==> src/design/bsd_pkg.sv <==
// Shared constants and types for the byte stream deframer.
`default_nettype none
package bsd_pkg;

	localparam int LEN_W     = 13;
	localparam int MAX_FRAME = 4096;
	localparam int Q_DEPTH   = 3;
	localparam int QC_W      = 2;

	localparam logic [7:0] MARK_BANG = 8'h21;
	localparam logic [7:0] MARK_AMP  = 8'h26;
	localparam logic [7:0] MARK_HASH = 8'h23;

	localparam logic [LEN_W-1:0] LIMIT_CAP   = LEN_W'(MAX_FRAME);
	localparam logic [LEN_W-1:0] LIMIT_RESET = LEN_W'(4096);

	typedef enum logic [1:0] {
		PH_HUNT    = 2'd0,
		PH_BANG    = 2'd1,
		PH_PAYLOAD = 2'd2,
		PH_HELD    = 2'd3
	} phase_t;

	typedef struct packed {
		logic [7:0]       data_byte;
		logic             has_byte;
		logic             frame_end;
		logic [LEN_W-1:0] frame_length;
		logic             overflow;
	} result_t;

endpackage
`default_nettype wire

==> src/design/byte_stream_deframer.sv <==
// Byte stream deframer top level: frame hunt, payload release and result queue.
//
// Input channel (in_valid, in_stall, in_byte) takes one raw link byte per request.
// The block hunts for the pair '!' '&', passes payload bytes until the pair '!' '#',
// and then emits one end item with the kept payload length and an overflow flag.
// A '!' inside a payload is held until the next byte; that byte may release two
// payload items at once.
// Output channel (out_valid, out_stall, data_byte, has_byte, frame_end,
// frame_length, overflow) carries one result per request.
// Configuration channel (cfg_valid, cfg_ready, cfg_data) writes max_payload; it is
// always ready; the user must write it only while the block is idle; not enforced.
// A byte goes through the input register and then the result queue. Throughput: one
// byte per cycle while each byte yields at most one result and the receiver does not
// stall; the three-entry result queue and one output per cycle bound the rest.
// A byte is held in the input register until the queue has room for two results.
// When the receiver stalls, the queue fills and in_stall rises; nothing is lost.
// Reset clears the phase, count, flag and queue, and sets max_payload to 4096.
`default_nettype none
module byte_stream_deframer (
	input  wire logic                      clk,
	input  wire logic                      arst_n,
	input  wire logic                      in_valid,
	output logic                           in_stall,
	input  wire logic [7:0]                in_byte,
	output logic                           out_valid,
	input  wire logic                      out_stall,
	output logic [7:0]                     data_byte,
	output logic                           has_byte,
	output logic                           frame_end,
	output logic [bsd_pkg::LEN_W-1:0]      frame_length,
	output logic                           overflow,
	input  wire logic                      cfg_valid,
	output logic                           cfg_ready,
	input  wire logic [bsd_pkg::LEN_W-1:0] cfg_data
);
	import bsd_pkg::*;

	logic [LEN_W-1:0] max_payload_q;
	logic [LEN_W-1:0] lim;

	logic       byte_v_s1;
	logic [7:0] byte_s1;
	logic       adv;
	logic       in_acc;

	phase_t           phase_q, phase_d;
	logic [LEN_W-1:0] kept_q, kept_d;
	logic             drop_q, drop_d;

	logic             want_a, want_b;
	logic [7:0]       byte_a, byte_b;
	logic             ok_a, ok_b;
	logic [LEN_W-1:0] kept_a;
	logic             end_item;
	result_t          res0, res1;
	logic [1:0]       n_res;

	result_t          e_q [Q_DEPTH];
	result_t          e_d [Q_DEPTH];
	logic [QC_W-1:0]  cnt_q, cnt_d;
	logic [QC_W-1:0]  base;
	logic [1:0]       n_eff;
	logic             pop;

	assign cfg_ready = 1'b1;
	assign lim       = (max_payload_q > LIMIT_CAP) ? LIMIT_CAP : max_payload_q;

	always_ff @(posedge clk or negedge arst_n) begin
		if (!arst_n) begin
			max_payload_q <= LIMIT_RESET;
		end else if (cfg_valid && cfg_ready) begin
			max_payload_q <= cfg_data;
		end
	end

	// input register
	assign adv      = byte_v_s1 && (cnt_q <= QC_W'(1));
	assign in_stall = byte_v_s1 && !adv;
	assign in_acc   = in_valid && !in_stall;

	always_ff @(posedge clk or negedge arst_n) begin
		if (!arst_n) begin
			byte_v_s1 <= 1'b0;
		end else if (in_acc) begin
			byte_v_s1 <= 1'b1;
		end else if (adv) begin
			byte_v_s1 <= 1'b0;
		end
	end

	always_ff @(posedge clk) begin
		if (in_acc) begin
			byte_s1 <= in_byte;
		end
	end

	// frame state
	always_ff @(posedge clk or negedge arst_n) begin
		if (!arst_n) begin
			phase_q <= PH_HUNT;
			kept_q  <= '0;
			drop_q  <= 1'b0;
		end else if (adv) begin
			phase_q <= phase_d;
			kept_q  <= kept_d;
			drop_q  <= drop_d;
		end
	end

	always_comb begin
		phase_d  = phase_q;
		want_a   = 1'b0;
		want_b   = 1'b0;
		byte_a   = byte_s1;
		byte_b   = byte_s1;
		end_item = 1'b0;
		case (phase_q)
			PH_HUNT: begin
				if (byte_s1 == MARK_BANG) begin
					phase_d = PH_BANG;
				end
			end
			PH_BANG: begin
				phase_d = (byte_s1 == MARK_AMP) ? PH_PAYLOAD : PH_HUNT;
			end
			PH_PAYLOAD: begin
				if (byte_s1 == MARK_BANG) begin
					phase_d = PH_HELD;
				end else begin
					want_a = 1'b1;
				end
			end
			PH_HELD: begin
				if (byte_s1 == MARK_HASH) begin
					end_item = 1'b1;
					phase_d  = PH_HUNT;
				end else if (byte_s1 == MARK_BANG) begin
					want_a = 1'b1;
					byte_a = MARK_BANG;
				end else begin
					want_a  = 1'b1;
					byte_a  = MARK_BANG;
					want_b  = 1'b1;
					phase_d = PH_PAYLOAD;
				end
			end
			default: begin
				phase_d = PH_HUNT;
			end
		endcase

		ok_a   = want_a && (kept_q < lim);
		kept_a = kept_q + LEN_W'(ok_a);
		ok_b   = want_b && (kept_a < lim);

		kept_d = kept_a + LEN_W'(ok_b);
		drop_d = drop_q || (want_a && !ok_a) || (want_b && !ok_b);
		if (end_item || (phase_q == PH_BANG && byte_s1 == MARK_AMP)) begin
			kept_d = '0;
			drop_d = 1'b0;
		end

		res0  = '0;
		res1  = '0;
		n_res = 2'd0;
		if (end_item) begin
			res0.frame_end    = 1'b1;
			res0.frame_length = kept_q;
			res0.overflow     = drop_q;
			n_res             = 2'd1;
		end else if (ok_a) begin
			res0.data_byte = byte_a;
			res0.has_byte  = 1'b1;
			n_res          = 2'd1;
			if (ok_b) begin
				res1.data_byte = byte_b;
				res1.has_byte  = 1'b1;
				n_res          = 2'd2;
			end
		end else if (ok_b) begin
			res0.data_byte = byte_b;
			res0.has_byte  = 1'b1;
			n_res          = 2'd1;
		end
	end

	// result queue, head at entry 0
	assign pop   = out_valid && !out_stall;
	assign base  = cnt_q - QC_W'(pop);
	assign n_eff = adv ? n_res : 2'd0;
	assign cnt_d = base + QC_W'(n_eff);

	always_comb begin
		for (int i = 0; i < Q_DEPTH; i++) begin
			if (pop && i < Q_DEPTH - 1) begin
				e_d[i] = e_q[i+1];
			end else begin
				e_d[i] = e_q[i];
			end
			if (QC_W'(i) >= base) begin
				if (QC_W'(i) == base && n_eff != 2'd0) begin
					e_d[i] = res0;
				end else if (QC_W'(i) == base + QC_W'(1) && n_eff == 2'd2) begin
					e_d[i] = res1;
				end
			end
		end
	end

	always_ff @(posedge clk or negedge arst_n) begin
		if (!arst_n) begin
			cnt_q <= '0;
		end else begin
			cnt_q <= cnt_d;
		end
	end

	always_ff @(posedge clk) begin
		for (int i = 0; i < Q_DEPTH; i++) begin
			e_q[i] <= e_d[i];
		end
	end

	assign out_valid    = (cnt_q != '0);
	assign data_byte    = e_q[0].data_byte;
	assign has_byte     = e_q[0].has_byte;
	assign frame_end    = e_q[0].frame_end;
	assign frame_length = e_q[0].frame_length;
	assign overflow     = e_q[0].overflow;

endmodule
`default_nettype wire

==> config.mk <==
export PLATFORM = sky130hd
export DESIGN_NAME = byte_stream_deframer
export DESIGN_NICKNAME = d
export VERILOG_FILES = /design/src/design/bsd_pkg.sv /design/src/design/byte_stream_deframer.sv
export SDC_FILE = /design/constraint.sdc
export NUM_CORES = 1
export LEC_CHECK = 0
export ABC_AREA = 1
export ABC_CLOCK_PERIOD_IN_PS = 8500
export BUFFER_PORTS_ARGS = -buffer_cell sky130_fd_sc_hd__buf_2
export CAP_MARGIN = 0
export CELL_PAD_IN_SITES_DETAIL_PLACEMENT = 0
export CELL_PAD_IN_SITES_GLOBAL_PLACEMENT = 1
export CORE_UTILIZATION = 35
export DETAILED_ROUTE_END_ITERATION = 10
export GPL_TIMING_DRIVEN = 0
export PLACE_DENSITY_LB_ADDON = 0.1
export SYNTH_ARGS = -nofsm -noshare
export SYNTH_HDL_FRONTEND = slang
export SYNTH_SLANG_ARGS = --single-unit
==> constraint.sdc <==
create_clock -name clk -period 8.5 [get_ports clk]
set_input_delay 2.125 -clock clk [delete_from_list [all_inputs] [get_ports clk]]
set_output_delay 2.125 -clock clk [all_outputs]
set_load 0.05 [all_outputs]
# Word level (Yosys, flattened, before mapping)
# Memory sizes are Yosys's and may differ from the RTL's.
# Index checks and enable logic that the tools add are counted.
# totals
output_inout_bits,27
wordCells,106
mem_bits_rw,72
memories,1
reg_bits,40
input_bits,26
# op_classes
muxes,42
add_sub_neg,5
order_cmp,7
reduce_logical,30
n_eq_ne,14
# mem_list
memory,words,word_bits,read_ports,rd_ports_with_merged_regs,write_ports,line_no,rtl
e_q,3,24,3,0,3,byte_stream_deframer.sv:58,result_t e_q [Q_DEPTH];
# ops
operator,count
$mux W24,11
$mux W9,5
$add A13 B1 Y13,2
$lt A13 B13 Y1,2
$mux W13,2
$eq A8 B6 Y1 const B,3
$mux W2,9
$mux W8,2
$logic_and A1 B1 Y1,15
$mux W15,1
$gt A13 B13 Y1 const B,1
$mux W1,10
$pmux W2 S4,1
$eq A2 B2 Y1 const B,3
$logic_not A2 Y1,3
$reduce_bool A2 Y1,3
$logic_not A1 Y1,5
$eq A1 B2 Y1 const A,2
$eq A2 B2 Y1 const A,2
$ge A1 B2 Y1 const A,2
$ne A2 B2 Y1 const B,2
$reduce_and A4 Y1,1
$logic_or A1 B1 Y1,3
$ne A3 B3 Y1 const B,1
7 further kinds,7

# Depth between registers and ports, before layout
# Gate-level depths: netlist (run 1).
# logic_depth
ltp_word,16
depth_mapped,46
depth_no_buf,42

# Worst setup path before layout (run 1)
# Ideal clock, no wire load.
# synth_timing
path_type,reg2reg
from,"register, netlist name max_payload_q[11]"
to,memory e_q[0][48] (netlist name) (enable)
path_buffers,3
slack_ps,1423
required_time_ps,8058
stages_incl_launch_ff,37
arrival_ps,6635
path_cell_list,dfrtp_1 > inv_1 > nand2_1 > nor4_1 > nand4_1 > nand2_1 > clkbuf_1 > nand2_1 > ha_1 > nand2_1 > nand2_1 > nand3_1 > nand2_1 > a21oi_1 > nand2_1 > nor2_4 > buf_4 > ha_1 > ha_1 > nand2_2 > nor2_4 > nand3_1 > xor2_1 > inv_1 > ha_1 > nand2_1 > inv_1 > nand2_1 > nand2_1 > a21oi_1 > nand3_4 > buf_6 > inv_1 > ha_1 > inv_1 > nand4_4 > o31ai_1
# synth_lines
item,line_no
"end, declared",byte_stream_deframer.sv:58

==> impl_metrics.env, run 1 <==
export IMPL_synthToLayoutAreaGrowth_pct=13.1
export IMPL_fin_area_mm2=0.00772
export IMPL_path_max_fanout=14
export IMPL_cts_max_path_buffers=2
export IMPL_cts_tree="built"
export IMPL_cts_buffers=9
export IMPL_drtIter0Drc=327
export IMPL_setup_viol=0
export IMPL_die_w_um=142
export IMPL_min_path_type="register to register"
export IMPL_avgSynthCellArea_um2=7.79
export IMPL_antennaDiodeCount=0
export IMPL_final_cells=1204
export IMPL_period_needed_ns=7.20
export IMPL_fp_dieH_um=142
export IMPL_crit_path_top_delay_cell="o31ai_4"
export IMPL_cap_viol_max_count=0
export IMPL_synth_edf_count=32
export IMPL_netlist_cell_type_count=45
export IMPL_switching_share_pct=41.8
export IMPL_synth_area_mm2=0.00682
export IMPL_clock_latency_ns=0.37
export IMPL_cts_repair_resized=0
export IMPL_period_share_pct=84.7
export IMPL_htreeDepth=3
export IMPL_ys_seq_area_share_pct=39.9
export IMPL_vias=5551
export IMPL_dp_cells=1188
export IMPL_clock_power_share_pct=20.9
export IMPL_leakage_nw=3.52
export IMPL_crit_arrival_ns=7.27
export IMPL_routed_wl_um=17400
export IMPL_io_buffer_count=51
export IMPL_drt_first_pass_iters=5
export IMPL_seqPwrFrac_pct=36.4
export IMPL_start_kind="register"
export IMPL_drc=0
export IMPL_groute_usage_overall_pct=18.5
export IMPL_grt_pass1_wl_um=28400
export IMPL_cpPeakStageDelay_ns=0.71
export IMPL_core_area_mm2=0.0189
export IMPL_hold_violations=0
export IMPL_ir_worst_vdd_mv=0.104
export IMPL_max_freq_ghz=0.139
export IMPL_combPwrFrac_pct=42.8
export IMPL_clock_sinks=112
export IMPL_grt_pass1_vias=5252
export IMPL_yosys_register_bits=112
export IMPL_antenna_found_initial=0
export IMPL_fin_worst_skew_ns=0.0129
export IMPL_rsz0062_at_grt="false"
export IMPL_outcome="finished clean"
export IMPL_grt_ovfl_total=0
export IMPL_synthFlopType="dfxtp_1"
export IMPL_routabilityCongestion=0.788
export IMPL_initial_utilization_pct=36.1
export IMPL_finalPower_mw=2.07
export IMPL_crit_required_ns=8.57
export IMPL_yosys_warnings=0
export IMPL_worst_slack_ns=1.30
export IMPL_clock_root_buffer="clkbuf_16"
export IMPL_vias_per_cell=4.61
export IMPL_worstSetupPathType="register to register"
export IMPL_intPower_mw=1.20
export IMPL_preCtsSetupSlack_ns=1.14
export IMPL_postCtsHoldBufs=0
export IMPL_cp_end_kind="register"
export IMPL_synth_cells=876
export IMPL_wl_per_cell_um=14.5
export IMPL_slew_violations=0
export IMPL_max_slew_worst_pin_slew_ns=0.821
export IMPL_io_pins=53
export IMPL_final_nets=997
export IMPL_path_common_cell="nand2_1"
export IMPL_layout_drive_gt1_share_pct=20.6
export IMPL_p_sw_mw=0.866
export IMPL_dpl_cell_area_mm2=0.00743
export IMPL_dieArea_mm2=0.0200
export IMPL_grt_max_degree=33
export IMPL_power_density_mw_per_mm2=268
export IMPL_ys_async_sr_fraction_pct=28.6
export IMPL_postCtsSetupBuffers=0
export IMPL_layout_commonest_cell="nand2_1"
export IMPL_ant_nets=0
export IMPL_fp_row_count=50
export IMPL_place_hpwl_um=13600
export IMPL_mostFrequentLayoutCells="231 x nand2_1, 74 x inv_1, 67 x nor2_1"
export IMPL_slew_headroom_pct=45.3
export IMPL_synth_fp_nets=934
export IMPL_clk_pin_slew_ns=0.08
[power groups by stage]
stage | logic, mW | registers (mW) | clock network [mW]
floorplan | 0.696 | 0.770 | 0
global placement | 0.885 | 0.765 | 0
detailed placement | 0.889 | 0.766 | 0
CTS | 0.894 | 0.754 | 0.447
global route | 0.984 | 0.770 | 0.466
finish | 0.885 | 0.753 | 0.433
[worst paths after layout]
| kind | from | endpoint | slack (ns) | depth (start not counted) |
|---|---|---|---|---|
| min in group asynchronous | arst_n | max_payload_q[7] | 1.84 | 1 |
| worst max register to register | max_payload_q[7] | e_q[0][48] | 1.30 | 37 |
| max in group asynchronous | arst_n | cnt_q[1] | 6.15 | 1 |
| worst min-delay path | e_q[0][39] | e_q[0][39] | 0.50 | 2 |
| worst min register to register | e_q[0][39] | e_q[0][39] | 0.50 | 2 |
| worst max-delay path | max_payload_q[7] | e_q[0][48] | 1.30 | 37 |
[layer usage]
metal  track usage [%]  vias to the layer above  part of all wire, %
li1                  -                     2972                    -
met1              27.3                     2462                   53
met2              28.1                      101                   42
met3              2.19                       16                  3.2
met4              5.94                        0                  1.5
met5                 0                        -                    0
[cell usage after synthesis (2+ instances only)]
library cell / instances / area (um^2)
inv_1: 74 / 278
nand2_2: 8 / 50.1
clkbuf_1: 11 / 41.3
buf_6: 7 / 78.8
o21ai_1: 10 / 50.1
o31ai_1: 3 / 22.5
inv_2: 14 / 52.6
nand3_1: 46 / 230
o22ai_1: 20 / 125
edfxtp_1: 32 / 961
xor2_1: 4 / 35.0
dfrtp_1: 31 / 776
a21oi_1: 28 / 140
ha_1: 32 / 400
nor2_2: 17 / 106
nand2_1: 231 / 867
dfxtp_1: 48 / 961
nor2_4: 9 / 101
nor2_1: 67 / 251
nor4_1: 2 / 12.5
nand4_1: 12 / 75.1
xnor2_1: 2 / 17.5
nand3_4: 4 / 70.1
nor3_1: 7 / 35.0
mux2_2: 4 / 45.0
buf_2: 5 / 25.0
or2_2: 20 / 125
o21bai_1: 15 / 113
nand2_4: 3 / 33.8
o21ai_0: 64 / 320
buf_4: 26 / 195
mux2i_1: 7 / 70.1
[kinds of logic after synthesis]
logic type      share of synthesized area [%]
simple gates                             30.0
compound gates                           11.4
buf+inv                                  10.1
other cells                            0.0550
xor+xnor                                 1.01
flops                                    39.9
mux                                      1.69
fa+ha+maj                                5.87
[state kept, by name, summed over array words and instances, names as in the netlist]
signal	count
byte_v_s1	1
e_q	72
kept_q	13
cnt_q	2
phase_q	2
drop_q	1
byte_b	8
max_payload_q	13
[final cells by class]
class,instances,area (um^2)
Fill cell,2009,11200
Multi-Input combinational cell,624,3420
Sequential cell,112,2720
Buffer,50,344
Inverter,90,342
Tap cell,260,325
Timing Repair Buffer,52,270
Clock buffer,10,229
Clock inverter,6,57.6
[critical path: cells and delay by family, from the launching register on]
kind            cells  cell delay, ns
simple gates       21            2.67
fa+ha+maj           5            1.38
buf+inv             8            1.32
compound gates      2            0.94
flops               1            0.38
xor+xnor            1            0.19
[through the flow]
| stage | util [%] | TNS (ns) | hold slack (ns) |
|---|---|---|---|
| after floorplan | - | 0 | 0.459 |
| after global placement | 39.2 | -24.47 | 0.478 |
| after detailed placement | 39.3 | 0 | 0.482 |
| after CTS | 40.8 | 0 | 0.494 |
| after global routing | 40.8 | 0 | 0.508 |
| final | 40.8 | 0 | 0.495 |
(Power assumes the default switching activity.)
==> inputs of run 2 (changes only) <==
--- a/config.mk
+++ b/config.mk
@@ -6,7 +6,7 @@
 export NUM_CORES = 1
 export LEC_CHECK = 0
 export ABC_AREA = 1
-export ABC_CLOCK_PERIOD_IN_PS = 8500
+export ABC_CLOCK_PERIOD_IN_PS = 6900
 export BUFFER_PORTS_ARGS = -buffer_cell sky130_fd_sc_hd__buf_2
 export CAP_MARGIN = 0
 export CELL_PAD_IN_SITES_DETAIL_PLACEMENT = 0
==> constraint.sdc (replaced) <==
create_clock -name clk -period 6.9 [get_ports clk]
set_input_delay 1.725 -clock clk [delete_from_list [all_inputs] [get_ports clk]]
set_output_delay 1.725 -clock clk [all_outputs]
set_load 0.05 [all_outputs]
==> run 2 against run 1 <==
Compared with the run above:
- maximum frequency up 13%
- hold slack better by 0.0092 ns
- clock skew about the same
- cell area up 2.4%
- core utilization up 0.97 points
- first-iteration DRC count up 5.5%
- non-clock buffer count up 10
- sequential share of layout area down 0.82 points
- power up 27%
- via count up 0.59%
- final cell count up 0.83%
- largest cell class unchanged
- largest power group unchanged
==> impl_metrics.env, run 2 (synthesized netlist as in run 1, its figures left out) <==
export IMPL_antennaDiodeCount=0
export IMPL_dpl_cell_area_mm2=0.00744
export IMPL_initial_utilization_pct=36.1
export IMPL_fin_area_mm2=0.00790
export IMPL_preCtsSetupSlack_ns=-0.293
export IMPL_final_cells=1214
export IMPL_core_area_mm2=0.0189
export IMPL_slew_headroom_pct=47.4
export IMPL_grt_pass1_vias=5227
export IMPL_io_buffer_count=51
export IMPL_cpPeakStageDelay_ns=0.38
export IMPL_worst_slack_ns=0.530
export IMPL_crit_path_top_delay_cell="dfrtp_1"
export IMPL_vias=5584
export IMPL_max_freq_ghz=0.157
export IMPL_synthToLayoutAreaGrowth_pct=15.8
export IMPL_layout_commonest_cell="nand2_1"
export IMPL_slew_violations=0
export IMPL_final_nets=1007
export IMPL_drt_first_pass_iters=4
export IMPL_fin_worst_skew_ns=0.0124
export IMPL_clock_sinks=112
export IMPL_groute_usage_overall_pct=18.4
export IMPL_reg_top3="e_q (72), kept_q (13), max_payload_q (13)"
export IMPL_r2r_end="e_q[0][34]"
export IMPL_min_path_type="register to register"
export IMPL_min_to="e_q[0][39]"
export IMPL_grt_pass1_wl_um=28500
export IMPL_postCtsHoldBufs=0
export IMPL_cap_viol_max_count=0
export IMPL_cts_tree="built"
export IMPL_hp_start="e_q[0][39]"
export IMPL_drtIter0Drc=345
export IMPL_cp_end_kind="register"
export IMPL_finalPower_mw=2.64
export IMPL_antenna_found_initial=0
export IMPL_fp_row_count=50
export IMPL_period_needed_ns=6.37
export IMPL_io_pins=53
export IMPL_path_common_cell="nand2_1"
export IMPL_largest_reg_flops=72
export IMPL_vias_per_cell=4.60
export IMPL_routed_wl_um=17400
export IMPL_grt_ovfl_total=0
export IMPL_htreeDepth=3
export IMPL_dp_cells=1188
export IMPL_routabilityCongestion=0.783
export IMPL_mostFrequentLayoutCells="231 x nand2_1, 74 x inv_1, 66 x nor2_1"
export IMPL_worstSetupPathType="register to register"
export IMPL_max_slew_worst_pin_slew_ns=0.789
export IMPL_outcome="finished clean"
export IMPL_period_share_pct=92.3
export IMPL_power_density_mw_per_mm2=334
export IMPL_reg2reg_from="max_payload_q[7]"
export IMPL_drc=0
export IMPL_wl_per_cell_um=14.4
export IMPL_layout_drive_gt1_share_pct=22.1
export IMPL_path_max_fanout=11
export IMPL_fillers=2007
export IMPL_top_register="e_q"
export IMPL_ir_worst_vdd_mv=0.161
export IMPL_cts_buffers=9
export IMPL_place_hpwl_um=13700
export IMPL_ant_nets=0
export IMPL_crit_required_ns=7.14
export IMPL_rsz0062_at_grt="false"
export IMPL_fp_dieH_um=142
export IMPL_die_w_um=142
export IMPL_clock_latency_ns=0.36
export IMPL_rr_worst_depth=40
export IMPL_fin_util_pct=41.8
export IMPL_cts_max_path_buffers=2
export IMPL_clk_pin_slew_ns=0.08
export IMPL_clock_root_buffer="clkbuf_16"
export IMPL_crit_arrival_ns=6.61
export IMPL_rrSetupSlack_ns=0.53
export IMPL_leakage_nw=3.61
export IMPL_grt_max_degree=33
export IMPL_start_kind="register"
export IMPL_hold_violations=0
export IMPL_setup_viol=0
export IMPL_dieArea_mm2=0.0200
export IMPL_tns_ns=0
export IMPL_hold_depth=2
export IMPL_holdWs_ns=0.504
run 2: worst max path at each step:
| stage | from | endpoint | slack [ns] | cells past startpoint |
|---|---|---|---|---|
| floorplan | max_payload_q[11] | e_q[0][48] | 0.57 | 36 |
| global placement | max_payload_q[7] | e_q[0][56] | -1.44 | 36 |
| detailed placement | max_payload_q[7] | e_q[0][56] | -0.29 | 39 |
| CTS | max_payload_q[7] | e_q[0][21] | 0.11 | 42 |
| global route | max_payload_q[11] | e_q[0][22] | 0.03 | 42 |
| finish | max_payload_q[7] | e_q[0][34] | 0.53 | 40 |
run 2: cell type report:
class | instances | area (um^2) | share of cell area (%)
buffer | 49 | 345 | 4.37
clock buffer | 9 | 225 | 2.85
clock inverter | 7 | 124 | 1.57
inverter | 90 | 342 | 4.32
multi-input combinational | 624 | 3450 | 43.7
sequential | 112 | 2720 | 34.5
tap | 260 | 325 | 4.12
timing repair buffer | 63 | 365 | 4.63
run 2: what timing repair did:
action | CTS | global route
pin swaps | 1 | 3
resized for setup | 3 | 7
setup endpoints to repair | 58 | 99
buffers inserted | 1 | 10
run 2: routing by layer:
metal / GRT usage (%) / vias to the layer above / routed length (um) / part of all wire (%)
met3: 2.46 / 14 / 432 / 2.5
met2: 28.1 / 75 / 7390 / 42
met4: 4.24 / 0 / 216 / 1.2
met1: 27.3 / 2497 / 9390 / 54
met5: 0 / - / 0 / 0
li1: - / 2998 / - / -
run 2: power breakdown:
group          internal (mW)  switching [mW]  total (mW)  leakage (nW)
registers              0.843          0.0865       0.930          1.16
clock network          0.332           0.279       0.610         0.170
logic                  0.386           0.711        1.10          2.29
run 2: critical path: cells and delay by family (launching register included):
kind | cells | cell delay, ns
compound gates | 2 | 0.26
buf+inv | 9 | 1.24
xor+xnor | 1 | 0.19
simple gates | 23 | 2.85
fa+ha+maj | 5 | 1.32
flops | 1 | 0.38
